--- config.mk ---
export PLATFORM = sky130hd
export DESIGN_NAME = kotsl_useq
export DESIGN_NICKNAME = d
export VERILOG_FILES = /design/src/hw/rtl/kotsl_pkg.sv /design/src/hw/rtl/kotsl_useq.sv
export SDC_FILE = /design/constraint.sdc
export NUM_CORES = 1
export LEC_CHECK = 0
export ABC_AREA = 1
export BUFFER_PORTS_ARGS = -buffer_cell sky130_fd_sc_hd__buf_2
export CAP_MARGIN = 5
export CORE_AREA = 5 5 42 44
export CTS_BUF_LIST = sky130_fd_sc_hd__clkbuf_2
export DETAILED_ROUTE_END_ITERATION = 8
export DIE_AREA = 0 0 47 49
export REMOVE_ABC_BUFFERS = 1
export SYNTH_ARGS = -nofsm -noshare
export SYNTH_HDL_FRONTEND = slang
export SYNTH_SLANG_ARGS = --single-unit
--- constraint.sdc ---
create_clock -name aclk -period 1.18 [get_ports aclk]
set_input_delay 0.295 -clock aclk [delete_from_list [all_inputs] [get_ports aclk]]
set_output_delay 0.295 -clock aclk [all_outputs]
set_load 0.005 [all_outputs]
--- src/hw/rtl/kotsl_pkg.sv ---
`default_nettype none
// ----------------------------------------------------------------------------
// kotsl_pkg
// Types, codes and the control store for the k-th of two sorted lists block.
// ----------------------------------------------------------------------------
package kotsl_pkg;

    localparam int ACTION_W  = 2;
    localparam int VALUE_W   = 32;
    localparam int RANK_W    = 12;
    localparam int ELEMENT_W = 32;

    localparam logic [ACTION_W-1:0] ACT_LOAD_FIRST  = 2'd0;
    localparam logic [ACTION_W-1:0] ACT_LOAD_SECOND = 2'd1;
    localparam logic [ACTION_W-1:0] ACT_QUERY       = 2'd2;

    localparam logic signed [ELEMENT_W-1:0] ELEMENT_NONE = -32'sd1;

    typedef struct packed {
        logic [ACTION_W-1:0]       action;
        logic signed [VALUE_W-1:0] value;
        logic [RANK_W-1:0]         rank;
    } in_item_t;

    typedef struct packed {
        logic                        found;
        logic signed [ELEMENT_W-1:0] element;
        logic                        overflow;
    } out_item_t;

    typedef enum logic [1:0] {
        STEP_IDLE,
        STEP_CHECK,
        STEP_WALK,
        STEP_EMIT
    } step_t;

    typedef enum logic [1:0] {
        COND_QUERY,
        COND_BAD_RANK,
        COND_MORE,
        COND_OUT_FREE
    } cond_t;

    typedef struct packed {
        logic accept_en;
        logic check_en;
        logic walk_en;
        logic emit_en;
    } ctrl_t;

    typedef struct packed {
        logic query;
        logic bad_rank;
        logic more;
        logic out_free;
    } status_t;

    typedef struct packed {
        ctrl_t ctrl;
        cond_t cond;
        step_t on_true;
        step_t on_false;
    } uword_t;

    // control store
    function automatic uword_t urom(step_t s);
        uword_t w;
        unique case (s)
            STEP_IDLE:  w = '{ctrl: '{1'b1, 1'b0, 1'b0, 1'b0}, cond: COND_QUERY,
                              on_true: STEP_CHECK, on_false: STEP_IDLE};
            STEP_CHECK: w = '{ctrl: '{1'b0, 1'b1, 1'b0, 1'b0}, cond: COND_BAD_RANK,
                              on_true: STEP_EMIT, on_false: STEP_WALK};
            STEP_WALK:  w = '{ctrl: '{1'b0, 1'b0, 1'b1, 1'b0}, cond: COND_MORE,
                              on_true: STEP_WALK, on_false: STEP_EMIT};
            STEP_EMIT:  w = '{ctrl: '{1'b0, 1'b0, 1'b0, 1'b1}, cond: COND_OUT_FREE,
                              on_true: STEP_IDLE, on_false: STEP_EMIT};
        endcase
        return w;
    endfunction

endpackage
`default_nettype wire

--- src/hw/rtl/kotsl_useq.sv ---
`default_nettype none
// ----------------------------------------------------------------------------
// kotsl_useq
// Step counter and control store with two-way conditional branches.
// ----------------------------------------------------------------------------
module kotsl_useq (
    input  wire logic              aclk,
    input  wire logic              aresetn,
    input  wire kotsl_pkg::status_t status,
    output kotsl_pkg::ctrl_t       ctrl,
    output kotsl_pkg::step_t       step
);
    import kotsl_pkg::*;

    step_t  step_reg;
    step_t  step_next;
    uword_t uword;
    logic   cond_hit;

    assign uword = urom(step_reg);

    always_comb begin
        unique case (uword.cond)
            COND_QUERY:    cond_hit = status.query;
            COND_BAD_RANK: cond_hit = status.bad_rank;
            COND_MORE:     cond_hit = status.more;
            COND_OUT_FREE: cond_hit = status.out_free;
        endcase
    end

    always_comb begin
        step_next = cond_hit ? uword.on_true : uword.on_false;
    end

    always_ff @(posedge aclk) begin
        if (!aresetn) begin
            step_reg <= STEP_IDLE;
        end else begin
            step_reg <= step_next;
        end
    end

    always_comb begin
        ctrl = uword.ctrl;
    end

    assign step = step_reg;

endmodule
`default_nettype wire
# Word-level counts from Yosys, hierarchy flattened
# Cells that the tools add are included.
# totals
register_bits	2
latchBits	0
mem_bits_rw	0
mem_bits_ro	0
in_bits	6
output_inout_bits	6
wordCells	12
n_memories	0
# classes
add_sub_neg	0
mul	0
div	0
magnitude_cmp	0
n_eq_ne	6
n_shift	0
mux	3
n_bitwise	0
reduce_logical	2
# op_table
op	n
10-bit case mux with 4 select lines	1
2-bit equality test (second input constant)	4
2-bit by 1-bit equality test with 1-bit output (second input constant)	2
2-bit logical NOT	2
1-bit case mux with 4 select lines	1
2-bit 2-to-1 mux	1

# Depth between registers and ports, before layout
# Gate-level depths: netlist of run 1.
# logic_depth
word_depth	5
mapped_depth	8
mapped_depth_nobuf	8

# Least setup slack after synthesis of run 1
# OpenSTA, ideal clock, no wires.
# synth_path
path_kind	register -> register
start	reg step_reg[0], in the netlist step[0]
end	reg step_reg[0], in the netlist step[0]
setup_time_ns	0.111
arrival_time_ns	1.110
required_ns	1.069
setup_slack_ns	-0.042
stages_incl_launch_ff	9
n_path_buf	0
period_less_slack_ns	1.222
cell_sequence	dfxtp_1 inv_1 ha_1 inv_2 nand2_2 nor2_1 nor2_1 nor2_1 nor2_1
# synth_between
elab_chain_len	5
elab_cells_between_ends	11
classes_between	6 x eq/ne; 3 x mux; 2 x reduce/logical
# synth_rtl
item	line	rtl
start, declared	kotsl_useq.sv:15	step_t step_reg;
start signal, assigned	kotsl_useq.sv:39	step_reg <= step_next;
2-bit equality test (tied with other cells)	kotsl_pkg.sv:69	unique case (s)
10-bit case mux with 4 select lines (*)	kotsl_pkg.sv:69	
2-bit equality test (tied with other cells)	kotsl_useq.sv:23	unique case (uword.cond)
1-bit case mux with 4 select lines	kotsl_useq.sv:23	
2-bit 2-to-1 mux (*)	kotsl_useq.sv:32	step_next = cond_hit ? uword.on_true : uword.on_false;
# Mark *: on every way between the ends. The rest lies on a longest branch, timed or not.
# A chain may end at the register's enable or synchronous reset.

==> results.toml, run 1 <==
[logic_synthesis]
yosysTopAreaCellShare_pct = 37.5
synth_sequential_area_ratio_pct = 20.0
ys_top_cells_by_area = "ha_1 38%, dfxtp_1 20%, nor2_1 13%"
synth_most_common_cell = "nor2_1"
avg_inst_size_synth_sq_um = 7.15
synth_area_sq_um = 200
synthDistinctLibCells = 10
synth_top_area_cell = "ha_1"
yosys_register_bits = 2
synthTopCellsByCount = "7 x nor2_1, 6 x ha_1, 5 x nand2_1"
syn-instance-count = 28
synth-async-reset-ratio_pct = 0
synth_edf_count = 0
yosys_most_used_dff = "dfxtp_1"
synthesis.yosys.warnings = 0

[critical_path]
crit_path_start_kind = "flop"
reg2reg_depth = 8
critical-path-top-delay-family = "flip-flops"
crit_path_max_fanout = 3
cpMaxStageDelayCell = "dfxtp_4"
critical_path.most_common_cell = "buf_6"
critical-path-max-stage-delay_ps = 350
critPathKind = "reg -> out"
timing.critical_path.to_type = "primary output"
timing.critical_path.depth = 3
worstPathBufferInverterCount = 2
crit_arrival_ps = 920
critical_path_required_time_ps = 880
crit_path_cell_trace = "buf_6, ha_4, buf_6"

[global_routing]
first_global_vias = 249
globalRouteOverflowTotal = 0
maximum_number_of_pins_on_one_net_before_global_route_repair = 4
antenna_violations_before_repair = 0
grt_pass1_wl_um = 910
grt_use_total_pct = 5.63

[floorplanning]
floorplan.initialDensity_pct = 14.3
die-area_sq_mm = 0.00230
horiz_die_dim_um = 47
boundaryPins = 12
rows = 14
fp.dieH_um = 49
placeableCoreArea_sq_mm = 0.00140

[layout]
areaGrowthSynthToFinish_pct = 88.7
n_antenna_cell = 0
largest_register_ff_count = 2
final_area_sq_um = 378
utilization_pct = 27.0
final_layout_size_suffix_gt1_share_pct = 63.6
nNetsFinal = 58

[timing]
setup_repair_after_global_routing_missed_its_margin = "yes"
final-max-slew-violation-count = 0
tightestPinTransition_ps = 127
final-hold-violation-count = 0
fin_crit_ps = 1210
achievable-frequency_mhz = 825
slew_headroom_pct = 91.5
finalSetupViolCount = 4
final.setup_skew_ps = 3.42
period_share_pct = 103
setup_ws_ps = -32.5

[detailed_routing]
route.vias.total = 224
drc_errors = 0
route.antenna.remaining_nets = 0
avgRoutedWirePerCell_um = 8.87
initialDrtViolationCount = 1
viasPerCell = 3.73
wirelength_um = 532
drt_pre_antenna_iters = 2

[min_path]
holdPathStages = 2
timing.hold.worst.class = "in -> reg"

[run_status]
failed_checks = "setup timing"
outcome = "finished, violations left"

[clocking]
clock_sink_count = 2
cts.repair_timing.setup_buffer_count = 0
cts_inserted_buffers = 3
postCtsHoldBufs = 0
cts_max_path_buffers = 2
clock_latency_ps = 190
tritoncts = "yes"
cts_root_buffer_type = "clkbuf_2"
clkSlewWorstSetupHoldPaths_ps = 30
h-tree-depth = 1

[place]
detailed_place_hpwl_um = 403
dpl-instance-area_sq_um = 290
place.port_buffers = 11
gp_congestion = 0.707

[run]
timing.max_cap.violations = 0

[pwr]
power_density_over_cell_area_mw_per_mm2 = 2240
ir_worst_vdd_mv = 0.659
p_leak_uw = 0.000193
[metrics by stage]
step                hold slack [ps]  power [uW]  setup TNS (ps)  cells  worst slack, ps
floorplan                       413         395           -41.7     28            -41.7
global placement                527         552           -10.8     57            -10.8
detailed placement              527         560           -43.2     57            -43.2
CTS                             316         835            -116     60            -39.1
global route                    332         951            -324     60            -70.4
finish                          332         846           -73.4     60            -32.5
[power by group]
part	total [uW]	leakage, uW	switching [uW]	internal (uW)
Sequential	148	0.0000175	40.4	108
Clock	107	0.0000125	39.2	67.4
Combinational	592	0.000163	281	311
[placed cells by master (no fill, tap or decap), drive strengths merged]
master,synthesis,final
buf,0,13
nor2,7,7
nand2,6,6
ha,6,6
inv,4,4
clkbuf,0,3
dfxtp,2,2
o21a,1,1
o21ai,1,1
or2,1,1
[what timing repair did]
| action | CTS | global route |
|---|---|---|
| endpoints found under the setup margin | 5 | 6 |
| hold endpoints to repair | 0 | 0 |
| resized for setup | 15 | 4 |
| pin swaps | 1 | 2 |
[layer usage]
metal,part of all wire (%),GRT usage (%),routed length (um)
met5,0,0,0
met3,7.1,4.43,38
met4,0,2.76,0
met2,55,9.28,290
met1,38,4.60,203
[final cells by class]
class / instances / area [sq um]
clock buffer: 3 / 15.0
fill: 170 / 1020
inverter: 4 / 20.0
multi-input combinational: 22 / 188
sequential: 2 / 45.0
tap: 16 / 20.0
timing repair buffer: 13 / 90.1
[worst paths after layout]
check,from,slack [ps],endpoint
max,step[0]$_SDFF_PN0_,-30,ctrl[2]
min,aresetn,330,step[1]$_SDFF_PN0_
min reg2reg,step[0]$_SDFF_PN0_,800,step[0]$_SDFF_PN0_
max reg2reg,step[1]$_SDFF_PN0_,10,step[0]$_SDFF_PN0_
[cell families after synthesis]
| family | Yosys count | share of synthesized area [%] |
|---|---|---|
| AOI/OAI and AO/OA | 2 | 6.25 |
| adders and majority gates | 6 | 37.5 |
| buffers and inverters | 4 | 7.50 |
| DFF | 2 | 20.0 |
| and+or+nand+nor | 14 | 28.8 |
Power figures use the tool's default switching activity.
==> run 2, diff against run 1 <==
--- a/config.mk
+++ b/config.mk
@@ -8,11 +8,12 @@
 export ABC_AREA = 1
 export BUFFER_PORTS_ARGS = -buffer_cell sky130_fd_sc_hd__buf_2
 export CAP_MARGIN = 5
-export CORE_AREA = 5 5 42 44
+export CORE_AREA = 8 8 45 47
 export CTS_BUF_LIST = sky130_fd_sc_hd__clkbuf_2
 export DETAILED_ROUTE_END_ITERATION = 8
-export DIE_AREA = 0 0 47 49
+export DIE_AREA = 0 0 53 55
 export REMOVE_ABC_BUFFERS = 1
+export SKIP_LAST_GASP = 1
 export SYNTH_ARGS = -nofsm -noshare
 export SYNTH_HDL_FRONTEND = slang
 export SYNTH_SLANG_ARGS = --single-unit
==> run 2 against run 1 <==
Sequential cell count is the same. Sequential share of layout area shrank 0.27 points. The run still ends with setup timing left. Utilization grew 0.97 points. First-iteration DRC count is the same. Cell count is the same. Maximum frequency is essentially flat. Highest routed layer unchanged.
==> results.toml, run 2 (same netlist as run 1, synthesis figures left out) <==
[run_status]
outcome = "finished, violations left"
failed_checks = "setup timing"

[floorplanning]
floorplan.initialDensity_pct = 14.5
die-area_sq_mm = 0.00292
horiz_die_dim_um = 53
fp.dieH_um = 55
placeableCoreArea_sq_mm = 0.00138
boundaryPins = 12
rows = 14

[timing]
final-max-slew-violation-count = 0
final-hold-violation-count = 0
achievable-frequency_mhz = 825
tightestPinTransition_ps = 131
period_share_pct = 103
finalSetupViolCount = 4
fin_crit_ps = 1210
final.setup_skew_ps = 0.774
setup_ws_ps = -31.6
slew_headroom_pct = 91.2
setup_repair_after_global_routing_missed_its_margin = "yes"

[layout]
areaGrowthSynthToFinish_pct = 93.1
final_cell_count_no_fill = 60
largest_register_ff_count = 2
fillers = 166
utilization_pct = 27.9
final_layout_size_suffix_gt1_share_pct = 65.9
n_antenna_cell = 0
nNetsFinal = 58
leading_cell_types_in_the_layout_fill_and_taps_excluded = "9 x buf_2, 6 x nor2_1, 4 x nand2_1, 4 x buf_6"
layout_commonest_cell = "buf_2"

[critical_path]
worstReg2RegEnd = "step[0]$_SDFF_PN0_"
worstPathBufferInverterCount = 2
critical-path-max-stage-delay_ps = 350
crit_path_cell_trace = "buf_6, ha_4, buf_6"
critical_path_required_time_ps = 880
crit_path_max_fanout = 3
worstSetupEndpoint = "ctrl[2]"
ff2ff_setup_slack_ps = 30
critical-path-top-delay-family = "flip-flops"
crit_arrival_ps = 920
reg2reg_depth = 8
worst_r2r_startpoint = "step[1]$_SDFF_PN0_"
timing.critical_path.depth = 3
timing.critical_path.to_type = "primary output"
cpMaxStageDelayCell = "dfxtp_4"
critPathKind = "reg -> out"
worst_setup_path_startpoint = "step[0]$_SDFF_PN0_"
crit_path_start_kind = "flop"
critical_path.most_common_cell = "buf_6"

[clocking]
clock_sink_count = 2
h-tree-depth = 1
cts_max_path_buffers = 2
cts_inserted_buffers = 3
tritoncts = "yes"
cts_root_buffer_type = "clkbuf_2"
clock_latency_ps = 190
clkSlewWorstSetupHoldPaths_ps = 30

[global_routing]
antenna_violations_before_repair = 0
grt_pass1_wl_um = 979
maximum_number_of_pins_on_one_net_before_global_route_repair = 4
globalRouteOverflowTotal = 0
first_global_vias = 252
grt_use_total_pct = 4.75

[place]
place.port_buffers = 11
detailed_place_hpwl_um = 455
gp_congestion = 0.616
placed_instance_count = 57

[detailed_routing]
drc_errors = 0
drt_pre_antenna_iters = 2
route.antenna.remaining_nets = 0
route.vias.total = 222
viasPerCell = 3.70
wirelength_um = 591
initialDrtViolationCount = 1
avgRoutedWirePerCell_um = 9.85

[pwr]
p_leak_uw = 0.000194
ir_worst_vdd_mv = 0.513
power_density_over_cell_area_mw_per_mm2 = 2300

[run]
timing.max_cap.violations = 0

[min_path]
timing.hold.worst.class = "in -> reg"
[run 2: cell counts in the layout (fill, tap and decap cells not counted)]
No cell type changed its count.
[run 2: cell type report]
class | count | area [sq um] | share of cell area, %
multi-input cells | 22 | 196 | 50.8
inverters | 4 | 20.0 | 5.18
clock buffers | 3 | 15.0 | 3.88
well taps | 16 | 20.0 | 5.18
flip-flops and latches | 2 | 45.0 | 11.7
repair buffers | 13 | 90.1 | 23.3
[run 2: worst min path at each step]
stage	slack [ps]	from	to	depth (start not counted)
after global placement	520	aresetn	step[1]$_SDFF_PN0_	2
after detailed placement	530	aresetn	step[1]$_SDFF_PN0_	2
after CTS	310	aresetn	step[1]$_SDFF_PN0_	2
final	330	aresetn	step[1]$_SDFF_PN0_	2
after global routing	330	aresetn	step[1]$_SDFF_PN0_	2
after floorplan	410	aresetn	step[1]$_SDFF_PN0_	1
[run 2: through the flow]
| step | hold slack, ps | area [sq um] | TNS [ps] | setup slack, ps | total power, uW |
|---|---|---|---|---|---|
| 6_report | 329 | 387 | -73.4 | -31.6 | 888 |
| 3_3_place_gp | 525 | 290 | -26.0 | -26.0 | 556 |
| 4_1_cts | 313 | 365 | -95.2 | -32.8 | 828 |
| 2_1_floorplan | 413 | 200 | -41.7 | -41.7 | 395 |
| 5_1_grt | 330 | 387 | -307 | -71.6 | 994 |
| 3_5_place_dp | 526 | 290 | -28.1 | -28.1 | 565 |
[run 2: where the power goes]
part	total (uW)	internal, uW	switching, uW
logic	635	326	309
clock network	107	67.6	39.6
registers	146	108	38.5
total	888	501	387
[run 2: per-layer routing]
layer | vias up | global-route usage [%] | wire length [um]
met2 | 5 | 9.38 | 374
met3 | 0 | 2.14 | 53
met5 | - | 0 | 0
met4 | 0 | 3.88 | 0
li1 | 116 | - | -
met1 | 101 | 3.33 | 163
[run 2: timing repair]
| item | 4_1_cts | 5_1_grt |
|---|---|---|
| cloned | 0 | 0 |
| pin swaps | 0 | 2 |
| setup buffers | 0 | 0 |
| endpoints found under the setup margin | 4 | 5 |
| hold buffers | 0 | 0 |
| gates resized for setup | 14 | 7 |
| hold endpoints to repair | 0 | 0 |
==> run 3, diff against run 2 <==
--- a/config.mk
+++ b/config.mk
@@ -6,14 +6,15 @@
 export NUM_CORES = 1
 export LEC_CHECK = 0
 export ABC_AREA = 1
-export BUFFER_PORTS_ARGS = -buffer_cell sky130_fd_sc_hd__buf_2
 export CAP_MARGIN = 5
 export CORE_AREA = 8 8 45 47
 export CTS_BUF_LIST = sky130_fd_sc_hd__clkbuf_2
 export DETAILED_ROUTE_END_ITERATION = 8
 export DIE_AREA = 0 0 53 55
+export DONT_BUFFER_PORTS = 1
 export REMOVE_ABC_BUFFERS = 1
 export SKIP_LAST_GASP = 1
+export SLEW_MARGIN = 20
 export SYNTH_ARGS = -nofsm -noshare
 export SYNTH_HDL_FRONTEND = slang
 export SYNTH_SLANG_ARGS = --single-unit
==> run 3 against run 2 <==
The run still ends with setup timing left. Maximum frequency up 0.96%. Worst setup slack better by 11 ps. Cell count down 12%. Via count down 12%. Register-to-register slack about the same. Clock skew up 0.55 ps. Combinational power down 5.5%. Total power down 4.1%. First-iteration DRC count down 100%. Critical path type unchanged. Largest power group unchanged. Clock power about the same. Wire length down 8.0%.
==> results.toml, run 3 (same netlist as run 1, synthesis figures left out) <==
[floorplanning]
fp.dieH_um = 55
die-area_sq_mm = 0.00292
placeableCoreArea_sq_mm = 0.00138
boundaryPins = 12
horiz_die_dim_um = 53
floorplan.initialDensity_pct = 14.5
rows = 14

[clocking]
h-tree-depth = 1
cts_root_buffer_type = "clkbuf_2"
clkSlewWorstSetupHoldPaths_ps = 30
postCtsHoldBufs = 0
cts_inserted_buffers = 3
tritoncts = "yes"
cts_max_path_buffers = 2
clock_sink_count = 2
clock_latency_ps = 190
cts.repair_timing.setup_buffer_count = 0

[run]
timing.max_cap.violations = 0

[timing]
achievable-frequency_mhz = 833
setup_ws_ps = -20.1
final-max-slew-violation-count = 0
fin_crit_ps = 1200
finalSetupViolCount = 2
tightestPinTransition_ps = 127
period_share_pct = 102
setup_repair_after_global_routing_missed_its_margin = "yes"
fin_worst_hold_slack_ps = 228
final.setup_skew_ps = 1.33
final-hold-violation-count = 0
slew_headroom_pct = 91.5

[place]
gp_congestion = 0.702
detailedPlace.worstSlack_ps = -9.22
dpl-instance-area_sq_um = 265
place.port_buffers = 0
detailed_place_hpwl_um = 432

[detailed_routing]
viasPerCell = 3.68
route.antenna.remaining_nets = 0
drc_errors = 0
avgRoutedWirePerCell_um = 10.3
drt_pre_antenna_iters = 1
wirelength_um = 544
route.vias.total = 195
initialDrtViolationCount = 0

[layout]
final_layout_size_suffix_gt1_share_pct = 70.3
n_antenna_cell = 0
leading_cell_types_in_the_layout_fill_and_taps_excluded = "6 x nor2_1, 4 x ha_2"
final_area_sq_um = 358
layout_commonest_cell = "nor2_1"
largest_register_ff_count = 2
nNetsFinal = 51
areaGrowthSynthToFinish_pct = 78.7

[critical_path]
critPathKind = "reg -> out"
crit_path_start_kind = "flop"
critical_path_required_time_ps = 880
critical-path-max-stage-delay_ps = 340
critical-path-top-delay-family = "flip-flops"
critical_path.most_common_cell = "buf_6"
timing.critical_path.to_type = "primary output"
crit_path_max_fanout = 3
cpMaxStageDelayCell = "dfxtp_4"
crit_arrival_ps = 910
crit_path_cell_trace = "buf_6, ha_4, buf_6"
worstPathBufferInverterCount = 2

[pwr]
p_leak_uw = 0.000160
report.power.total_uw = 851
power_density_over_cell_area_mw_per_mm2 = 2380
ir_worst_vdd_mv = 0.589

[global_routing]
first_global_vias = 228
maximum_number_of_pins_on_one_net_before_global_route_repair = 4
globalRouteOverflowTotal = 0
antenna_violations_before_repair = 0
grt_pass1_wl_um = 862
grt_use_total_pct = 4.15

[min_path]
timing.hold.worst.class = "in -> reg"

[run_status]
outcome = "finished, violations left"
failed_checks = "setup timing"
## run 3: stage by stage
stage	cells	util [%]	setup TNS [ps]
after floorplan	28	-	-41.7
after global placement	50	19.2	-20.4
after detailed placement	50	19.2	-9.22
after CTS	53	23.1	-66.1
after global routing	53	25.9	-148
final	53	25.9	-24.3
## run 3: worst paths after layout
check | startpoint | end | slack [ps] | cells after the start
max | step[1]$_SDFF_PN0_ | ctrl[1] | -20 | 3
min | aresetn | step[1]$_SDFF_PN0_ | 230 | 1
max reg2reg | step[1]$_SDFF_PN0_ | step[0]$_SDFF_PN0_ | 30 | 8
min reg2reg | step[1]$_SDFF_PN0_ | step[0]$_SDFF_PN0_ | 780 | 4
## run 3: worst reg2reg max path: stages (launching register included)
cell	delay (ps)
dfxtp_4	340
buf_6	130
ha_2	150
nand2_1	60
nand2_2	70
nor2_4	110
nor2_1	50
nor2_1	90
nor2_1	40
## run 3: cell type report
class	instances	area [sq um]
sequential	2	47.5
fill	157	1030
clock buffer	3	15.0
tap	16	20.0
inverter	4	17.5
multi-input combinational	22	201
timing repair buffer	6	56.3
## run 3: report_power, final
part | switching, uW | internal [uW]
Combinational | 296 | 304
Clock | 36.5 | 67.5
Sequential | 35.0 | 113
## run 3: what timing repair did
item | CTS | global route
endpoints found under the setup margin | 5 | 4
resized for setup | 12 | 12
pin swaps | 1 | 8
## run 3: layer usage
layer  part of all wire, %  global-route usage, %  routed length (um)  up-vias
met1                    26                   2.88                 141       87
met4                     0                   3.88                   0        0
li1                      -                      -                   -      103
met2                    62                   7.42                 335        5
met3                    12                   2.67                  66        0
met5                     0                      0                   0        -
